[src/sv/ptp_pkg.sv]
// Shared types and constants of the point-triangle proximity test core.
`default_nettype none

package ptp_pkg;

    // Default coordinate width (Q8.8 at 16 bits).
    localparam int COORD_WIDTH_DEF = 16;

    // Register port.
    localparam int ADDR_W = 4;
    localparam int DATA_W = 32;

    // Digit width of the split multiplier and its stage count.
    localparam int MUL_DIGIT_W = 24;
    localparam int MUL_LAT     = 3;

    // Stage count of one cross product unit.
    localparam int CROSS_LAT = 2;

    typedef enum logic [1:0] {
        REG_POINT_X = 2'd0,
        REG_POINT_Y = 2'd1,
        REG_POINT_Z = 2'd2,
        REG_RADIUS  = 2'd3
    } t_reg_idx;

    typedef struct packed {
        logic inside_triangle;
        logic near_plane;
        logic hit;
        logic last_result;
    } t_result;

endpackage

`default_nettype wire

[src/sv/ptp_skid.sv]
// Two-entry output buffer that decouples the result channel from the pipeline.
`default_nettype none

module ptp_skid (
    input  wire logic             i_clk,
    input  wire logic             i_rst_n,
    input  wire logic             i_push,
    input  wire ptp_pkg::t_result i_data,
    output logic                  o_full,
    output logic                  o_valid,
    output ptp_pkg::t_result      o_data,
    input  wire logic             i_ready
);

    logic             r_out_valid;
    logic             r_skid_valid;
    logic             n_out_valid;
    logic             n_skid_valid;
    ptp_pkg::t_result r_out;
    ptp_pkg::t_result r_skid;

    always_comb begin
        n_out_valid  = r_out_valid;
        n_skid_valid = r_skid_valid;
        if (r_skid_valid) begin
            if (i_ready) begin
                n_skid_valid = 1'b0;
            end
        end else if (i_push) begin
            n_out_valid = 1'b1;
            if (r_out_valid && !i_ready) begin
                n_skid_valid = 1'b1;
            end
        end else if (i_ready) begin
            n_out_valid = 1'b0;
        end
    end

    always_ff @(posedge i_clk) begin
        if (!i_rst_n) begin
            r_out_valid  <= 1'b0;
            r_skid_valid <= 1'b0;
        end else begin
            r_out_valid  <= n_out_valid;
            r_skid_valid <= n_skid_valid;
        end
    end

    always_ff @(posedge i_clk) begin
        if (r_skid_valid) begin
            if (i_ready) begin
                r_out <= r_skid;
            end
        end else if (i_push) begin
            if (!r_out_valid || i_ready) begin
                r_out <= i_data;
            end else begin
                r_skid <= i_data;
            end
        end
    end

    assign o_full  = r_skid_valid;
    assign o_valid = r_out_valid;
    assign o_data  = r_out;

endmodule

`default_nettype wire
[config.mk]
export PLATFORM = sky130hd
export DESIGN_NAME = ptp_skid
export DESIGN_NICKNAME = d
export VERILOG_FILES = /design/src/sv/ptp_pkg.sv /design/src/sv/ptp_skid.sv
export SDC_FILE = /design/constraint.sdc
export NUM_CORES = 1
export LEC_CHECK = 0
export BUFFER_PORTS_ARGS = -buffer_cell sky130_fd_sc_hd__buf_4
export CAP_MARGIN = 20
export CORE_AREA = 2 2 39 41
export CTS_BUF_LIST = sky130_fd_sc_hd__clkbuf_16
export CTS_CLUSTER_SIZE = 40
export DETAILED_ROUTE_END_ITERATION = 10
export DIE_AREA = 0 0 41 43
export HOLD_SLACK_MARGIN = 0.15
export PLACE_DENSITY = 0.57
export SLEW_MARGIN = 15
export SYNTH_ARGS = -nofsm -noshare
export SYNTH_HDL_FRONTEND = slang
export SYNTH_SLANG_ARGS = --single-unit
[constraint.sdc]
create_clock -name i_clk -period 1.4 [get_ports i_clk]
set_input_delay 0.14 -clock i_clk [delete_from_list [all_inputs] [get_ports i_clk]]
set_output_delay 0.14 -clock i_clk [all_outputs]
set_load 0.02 [all_outputs]
==> impl_metrics.json <==
{
  "status": "finished clean",
  "min_path_type": "input pin to register",
  "worst_pin_slew_ns": 0.4463,
  "final_antenna_net_count": 0,
  "setup_ws_ns": 0.1848,
  "cts_setup_buffers": 0,
  "rows": 14,
  "place.gp.congestion": 0.7688,
  "reg2reg_slack_ns": 0.18,
  "path_depth": 1,
  "track_usage": 0.1203,
  "crit_fanout": 11,
  "clkTransAtPathRegs_ns": 0.04,
  "drtIter0Drc": 5,
  "rsz0062_at_grt": "no",
  "vias": 291,
  "drive_above_1_share": 0.4468,
  "synth_top_area_frac": 0.5890,
  "grt_overflow": 0,
  "finalHoldViolCount": 0,
  "post-route-drc-count": 0,
  "cp-end-kind": "register",
  "n_antenna_cell": 0,
  "syn_to_final_growth_pct": 59.51,
  "firstDrtPassIters": 4,
  "vdd_ir_drop_max_uv": 1072,
  "min_period_ns": 1.215,
  "p_leak_uw": 0.0002641,
  "clock_tree.root_cell": "clkbuf_16",
  "setup_violations": 0,
  "insertion_delay_ns": 0.24,
  "slew-limit-headroom": 0.7021,
  "clkSinkCount": 10,
  "totalWireLength_um": 780,
  "crit_buf_inv": 0,
  "grt_pass1_vias": 301,
  "mostFrequentLayoutCells": "buf_4, edfxtp_1, dlygate4sd3_1",
  "path_cells": "o22a_1",
  "cp-start-kind": "register",
  "fin_tns_setup_ns": 0,
  "final_common_cell": "buf_4",
  "antenna_found_initial": 0,
  "avgRoutedWirePerCell_um": 12.38,
  "arrival_ns": 1.14,
  "post_drt_via_cell_ratio": 4.619,
  "reg2reg_from": "o_full",
  "grt_start_max_net_pins": 12,
  "crit_required_ns": 1.33,
  "grt_pass1_wl_mm": 1.242,
  "finalNetCount": 56,
  "synth_cells": 25,
  "initial_core_util": 0.2948,
  "core_um2": 1384,
  "synth_area_leaders": "edfxtp_1, mux2_4, dfxtp_1, buf_6, o22a_1",
  "crit_type": "register to register",
  "synth_seq_cells": 10,
  "synth_warnings": 0,
  "cp_top_family": "flip-flops",
  "startpoint": "o_full",
  "ios": 14,
  "die_x_um": 41,
  "yosys.area.top_type": "edfxtp_1",
  "slowest_delay_ns": 0.59,
  "cap_violations": 0,
  "fin_crit_sh": 0.8680,
  "endpoint": "o_data[1]",
  "place_hpwl_um": 564.3,
  "pwr_density_cell_nw_per_um2": 1462,
  "htreeDepth": 1,
  "clockBufferDepth": 2,
  "fp.dieArea_um2": 1763,
  "drv_slew": 0,
  "syn_area_um2": 407.9,
  "dpl_worst_slack_ns": 0.2087,
  "fp.dieH_um": 43,
  "port_buffers": 13,
  "ys_seq_area_frac": 0.6871,
  "yosysUniqueCellTypes": 13,
  "max_freq_ghz": 0.8229,
  "reg2regPathDepth": 1,
  "reg2reg_to": "o_data[1]",
  "slowest_stage": "dfxtp_1",
  "cts_tree": "built",
  "cts_buffers": 3,
  "syn-num-nets": 33,
  "avgSynthCellArea_um2": 16.32,
  "clock_skew_ns": 0.002265
}
state kept, by name, indices dropped and copies added (netlist names):
name     count
o_data       4
o_full       1
o_valid      1
r_skid       4
Yosys cell counts:
master	number
o21ai_0	1
a21oi_1	1
nor2_1	1
nor3_1	1
o22a_1	1
dfxtp_1	2
nor2b_1	1
nand2_1	2
edfxtp_1	8
nor3b_1	1
mux2_4	4
nand3b_1	1
buf_6	1
repair_timing:
item	CTS	global route
resized for setup	0	0
endpoints found under the hold margin	5	0
hold buffers	5	0
kinds of logic after synthesis:
kind of cell | after synthesis | share of synthesized area
AND/OR/NAND/NOR | 7 | 0.09203
AO/OA/AOI/OAI | 3 | 0.04599
flip-flops | 10 | 0.6871
multiplexers | 4 | 0.1472
buffers and inverters | 1 | 0.02761
how the worst min path moves through the flow:
| stage | startpoint | end | slack, ns | cells after the start |
|---|---|---|---|---|
| 6_report | i_rst_n | o_valid | 0.16 | 3 |
| 3_5_place_dp | i_data[3] | r_skid[3] | 0.34 | 1 |
| 5_1_grt | i_rst_n | o_valid | 0.20 | 3 |
| 4_1_cts | i_rst_n | o_valid | 0.16 | 3 |
| 3_3_place_gp | i_ready | o_full | 0.33 | 2 |
| 2_1_floorplan | i_ready | o_full | 0.22 | 1 |
per-stage QoR:
stage,util,hold WS (ns),power (uW),cell area [um2],cells
6_report,0.4702,0.1607,950.9,650.6,63
5_1_grt,0.4702,0.2017,974.8,650.6,63
4_1_cts,0.4702,0.1622,958.4,650.6,63
3_5_place_dp,0.3770,0.3354,437.5,521.8,54
3_3_place_gp,0.3770,0.3297,433.2,521.8,54
2_1_floorplan,-,0.2161,395.0,407.9,25
power by group:
group / total, uW / internal, uW / switching [uW] / leakage (uW)
clock: 508 / 374 / 134 / 0.0000385
combinational: 93.7 / 54.1 / 39.6 / 0.000134
sequential: 349 / 340 / 8.69 / 0.0000916
metal layers:
layer  vias up  wire [um]  part of all wire  GRT usage
li1        138          -                 -          -
met1       140        291              0.37     0.1182
met2         9        393              0.50     0.1656
met3         4         40             0.051    0.03141
met4         0         54             0.069     0.1600
met5         -          0                 0          0
layout make-up:
type / instances / area, um2
tap: 16 / 20.02
multi-input combinational: 14 / 116.4
clock inverter: 1 / 3.754
fill: 119 / 733.2
timing repair buffer: 19 / 155.1
clock buffer: 3 / 75.07
sequential: 10 / 280.3
Note: power is estimated with default switching activity, not from simulation.
