## src/sv/ptp_pkg.sv

```systemverilog
// Shared types and constants of the point-triangle proximity test core.
`default_nettype none

package ptp_pkg;

    // Default coordinate width (Q8.8 at 16 bits).
    localparam int COORD_WIDTH_DEF = 16;

    // Register port.
    localparam int ADDR_W = 4;
    localparam int DATA_W = 32;

    // Digit width of the split multiplier and its stage count.
    localparam int MUL_DIGIT_W = 24;
    localparam int MUL_LAT     = 3;

    // Stage count of one cross product unit.
    localparam int CROSS_LAT = 2;

    typedef enum logic [1:0] {
        REG_POINT_X = 2'd0,
        REG_POINT_Y = 2'd1,
        REG_POINT_Z = 2'd2,
        REG_RADIUS  = 2'd3
    } t_reg_idx;

    typedef struct packed {
        logic inside_triangle;
        logic near_plane;
        logic hit;
        logic last_result;
    } t_result;

endpackage

`default_nettype wire

```

## src/sv/ptp_mul.sv

```systemverilog
// Pipelined signed multiplier built from narrow partial products over three stages.
`default_nettype none

module ptp_mul #(
    parameter int A_W = 35,
    parameter int B_W = 35
) (
    input  wire logic                     i_clk,
    input  wire logic                     i_en,
    input  wire logic signed [A_W-1:0]    i_a,
    input  wire logic signed [B_W-1:0]    i_b,
    output logic signed [A_W+B_W-1:0]     o_p
);

    localparam int DW   = ptp_pkg::MUL_DIGIT_W;
    localparam int KA   = (A_W + DW - 1) / DW;
    localparam int KB   = (B_W + DW - 1) / DW;
    localparam int AX_W = KA * DW;
    localparam int BX_W = KB * DW;
    localparam int P_W  = A_W + B_W;
    localparam int PP_W = 2 * DW + 2;

    logic signed [AX_W-1:0] a_ext;
    logic signed [BX_W-1:0] b_ext;
    logic signed [DW:0]     da [KA];
    logic signed [DW:0]     db [KB];
    logic signed [PP_W-1:0] r_pp [KA][KB];
    logic [P_W-1:0]         n_row [KA];
    logic [P_W-1:0]         r_row [KA];
    logic [P_W-1:0]         n_p;
    logic [P_W-1:0]         r_p;

    assign a_ext = AX_W'(i_a);
    assign b_ext = BX_W'(i_b);

    // Lower digits are unsigned, the top digit carries the sign.
    always_comb begin
        for (int i = 0; i < KA; i++) begin
            if (i == KA - 1) begin
                da[i] = $signed({a_ext[i*DW+DW-1], a_ext[i*DW +: DW]});
            end else begin
                da[i] = $signed({1'b0, a_ext[i*DW +: DW]});
            end
        end
        for (int j = 0; j < KB; j++) begin
            if (j == KB - 1) begin
                db[j] = $signed({b_ext[j*DW+DW-1], b_ext[j*DW +: DW]});
            end else begin
                db[j] = $signed({1'b0, b_ext[j*DW +: DW]});
            end
        end
    end

    always_ff @(posedge i_clk) begin
        if (i_en) begin
            for (int i = 0; i < KA; i++) begin
                for (int j = 0; j < KB; j++) begin
                    r_pp[i][j] <= da[i] * db[j];
                end
            end
        end
    end

    // The sums wrap modulo the product width; the exact product fits it.
    always_comb begin
        for (int i = 0; i < KA; i++) begin
            n_row[i] = '0;
            for (int j = 0; j < KB; j++) begin
                n_row[i] = n_row[i] + (P_W'(r_pp[i][j]) << (j * DW));
            end
        end
    end

    always_ff @(posedge i_clk) begin
        if (i_en) begin
            for (int i = 0; i < KA; i++) begin
                r_row[i] <= n_row[i];
            end
        end
    end

    always_comb begin
        n_p = '0;
        for (int i = 0; i < KA; i++) begin
            n_p = n_p + (r_row[i] << (i * DW));
        end
    end

    always_ff @(posedge i_clk) begin
        if (i_en) begin
            r_p <= n_p;
        end
    end

    assign o_p = $signed(r_p);

endmodule

`default_nettype wire

```

## config.mk

```make
export PLATFORM = sky130hd
export DESIGN_NAME = ptp_mul
export DESIGN_NICKNAME = d
export VERILOG_FILES = /design/src/sv/ptp_pkg.sv /design/src/sv/ptp_mul.sv
export SDC_FILE = /design/constraint.sdc
export NUM_CORES = 2
export LEC_CHECK = 0
export BUFFER_PORTS_ARGS = -buffer_cell sky130_fd_sc_hd__buf_2
export CAP_MARGIN = 25
export CORE_AREA = 2 2 321 323
export DETAILED_ROUTE_END_ITERATION = 12
export DIE_AREA = 0 0 323 325
export GPL_ROUTABILITY_DRIVEN = 0
export MAX_ROUTING_LAYER = met4
export PLACE_DENSITY_LB_ADDON = 0.2
export SLEW_MARGIN = 20
export SYNTH_ARGS = -nofsm -noshare
export SYNTH_HDL_FRONTEND = slang
export SYNTH_SLANG_ARGS = --single-unit
```

## constraint.sdc

```tcl
create_clock -name i_clk -period 8.4 [get_ports i_clk]
set_input_delay 0.42 -clock i_clk [delete_from_list [all_inputs] [get_ports i_clk]]
set_output_delay 0.42 -clock i_clk [all_outputs]
set_load 0.01 [all_outputs]
```

==> flow_summary.yaml <==
timing:
  post-route-period-util_pct: 89.7
  fmax_ghz: 0.133
  post-route-min-period_ns: 7.53
  rsz0062_at_grt: "false"
  tightest_slew_ns: 1.01
  skew_ns: 0.0115
  slew_headroom_pct: 33.0
  fin_tns_setup_ns: 0
  setup_violations: 0
  timing_hold_violations_final: 0
  maxSlewViolCount: 0
critical_path:
  critPathLaunchType: "input pin"
  max_stage_delay_ns: 0.74
  r2r_setup_slack_ns: 4.57
  path_buf_inv: 6
  crit_path_max_fanout: 35
  cp.arrival_ns: 7.84
  crit_chain: "buf_2 -> nand2_1 -> fa_1 -> fa_1 -> inv_1 -> fa_1 -> inv_1 -> fa_1 -> inv_1 -> fa_1 -> fa_1 -> inv_1 -> fa_1 -> inv_1 -> ha_1 -> nand2_1 -> nor2_1 -> nand2_1 -> nor4_2 -> o21bai_1 -> a211oi_1 -> nor2_1 -> o21ai_0 -> xor2_1"
  reg2reg_to: "r_row[0][48]"
  cp_slowest_cell: "buf_2"
  ff2ff_path_depth: 13
  critical_path_required_ns: 8.71
  setup.worst_path.end_class: "register"
  crit_top_cell: "fa_1"
  crit_type: "in -> reg"
  r2r-start: "r_pp[0][74]"
  crit_path_start: "i_b[9]"
  crit_family: "adder cells"
global_routing:
  track_usage_pct: 27.7
  grt_antenna_before_repair: 6
  grt_first_pass_wirelength_um: 221000
  grt_max_degree: 159
  grt_pass1_vias: 40800
  grt_overflow: 0
logic_synthesis:
  synthMuxAreaShare_pct: 0.0542
  synth_flop_cell: "edfxtp_1"
  yosys_warnings: 0
  avgSynthCellArea_um2: 9.80
  syn_area_um2: 55400
  synth_top_cells_by_area: "fa_1 36%, edfxtp_1 18%, ha_1 11%"
  ys_ff_latch: 328
  yosys.area_share.simple_pct: 15.3
  synthAdderAreaFrac_pct: 47.5
  yosysTopAreaCell: "fa_1"
  yosysMostFrequentCell: "inv_1"
  ys_seq_area_share_pct: 17.8
  syn_nets: 7225
  yosys.area_share.xor_xnor_pct: 3.29
  synth_compound_area_share_pct: 6.65
  yosys.cell_types.count: 88
  synth_top_area_share_pct: 36.1
  netlist_top_cells_count: "1136 x inv_1, 998 x fa_1, 667 x nand2_1"
  synth_top_family_by_area: "adder cells"
  synth-async-reset-ratio_pct: 0
  synthCells: 5650
  synth-edff-count: 328
clock_network:
  htreeDepth: 2
  post_cts.repair.setup_buffers: 0
  cts_tree: "built"
  cts_made_buffers: 39
  clk_pin_slew_ns: 0.06
  cts_root_buffer: "clkbuf_16"
  cts_sinks: 328
  clockBufferDepth: 3
  cts-resized-gates: 0
  ctsHoldBuffers: 0
  clkLatencyLatePin_ns: 0.57
die:
  rows: 117
  pin_count: 142
  die_h_um: 325
  die-area_um2: 105000
  coreArea_um2: 101000
  die_w_um: 323
  initial_core_util_pct: 54.7
job:
  drv_cap: 0
drt:
  wl_per_cell_um: 19.2
  via_per_inst: 5.42
  vias: 38100
  postRouteAntennaNets: 0
  drtIter0Drc: 2430
  drc: 0
  wl_um: 135000
  dr.pass1.iters: 5
layout:
  drive_gt1_share_pct: 5.01
  nets: 7201
  syn2layout_area_growth_pct: 5.52
hold_path:
  min_to: "r_pp[0][73]"
  hp-class: "in -> reg"
  hold_start: "i_en"
  whs_path_depth: 1
placement:
  io_buffers: 141
  dp_hpwl_um: 106000
outcome:
  status: "finished clean"
[layout make-up]
type / count / area (µm²)
Antenna cell: 6 / 15.0
Clock buffer: 50 / 1020
Clock inverter: 19 / 169
Fill cell: 8919 / 42900
Inverter: 1136 / 4260
Multi-Input combinational cell: 3929 / 40300
Sequential cell: 328 / 9850
Tap cell: 1368 / 1710
Timing Repair Buffer: 192 / 1110
[through the flow]
| step | worst slack [ns] | cells | area (µm²) | hold WS [ns] | util, % |
|---|---|---|---|---|---|
| after CTS | 1.05 | 7022 | 58400 | 0.326 | 57.7 |
| final | 0.869 | 7028 | 58400 | 0.353 | 57.7 |
| after global placement | 0.513 | 6953 | 57200 | 0.400 | 56.5 |
| after global routing | 0.664 | 7025 | 58400 | 0.362 | 57.7 |
| after detailed placement | 0.455 | 6953 | 57200 | 0.405 | 56.5 |
| after floorplan | 1.58 | 5650 | 55400 | 0.400 | - |
[cell families after synthesis]
family / count (synthesis)
AND/OR/NAND/NOR: 1678
buffers and inverters: 1393
adder cells (fa/ha/maj): 1503
XOR/XNOR: 208
flip-flops: 328
multiplexers: 3
AO/OA/AOI/OAI: 537
[worst max-delay path by stage]
stage	end	cells after the start
CTS	r_pp[0][84]	24
finish	r_pp[0][84]	24
floorplan	r_pp[0][97]	26
detailed placement	r_pp[0][84]	24
global placement	r_pp[0][84]	24
global route	r_pp[0][82]	24
[worst reg2reg max path: stages, from the launching register on]
cell and delay, ns:
edfxtp_1 0.55, ha_1 0.28, inv_1 0.07, fa_1 0.21, nor2b_1 0.06, o21ai_0 0.25
a21boi_1 0.17, o211ai_1 0.19, a21boi_1 0.15, o211ai_1 0.37, a21oi_1 0.19, o41ai_4 0.57
nand2_1 0.31, xor2_1 0.21
[registers in the layout, indices dropped and copies added, names as in the netlist]
register	cells
o_p	70
r_row	116
r_pp	142
[placed cells by master, fill, tap and decap left out, types with 8 or more instances in the layout]
cell          n
xor2_1       57
clkinv_1      8
clkbuf_1     11
clkbuf_16    39
buf_4        50
ha_1        505
nor3_1       34
o21bai_1      9
a21boi_0     11
a31oi_1      17
fa_1        998
a21oi_1     146
edfxtp_1    328
nor2b_1      33
and3_1       18
xnor2_1     151
and2_1      614
nand2_1     667
o211ai_1     11
o21ai_0      89
o21a_1       28
nor2_1      123
o21ai_1       9
nand2b_1     81
or3_1        11
buf_2       140
a211oi_1     21
and4_1        8
nand3_1      48
inv_1      1136
nand4_1      16
a21o_1       98
[routing by layer]
metal	share of wire, %	wire length, µm	GRT usage [%]	up-vias
li1	-	-	-	17400
met1	44	59300	37.7	19300
met2	46	62400	43.3	1179
met3	6.7	9010	4.15	233
met4	2.9	3940	7.60	0
met5	0	0	-	-
Power is left out: the tool's default activity adds up to more than one toggle a clock period on the data nets, which glitch-free logic cannot reach.
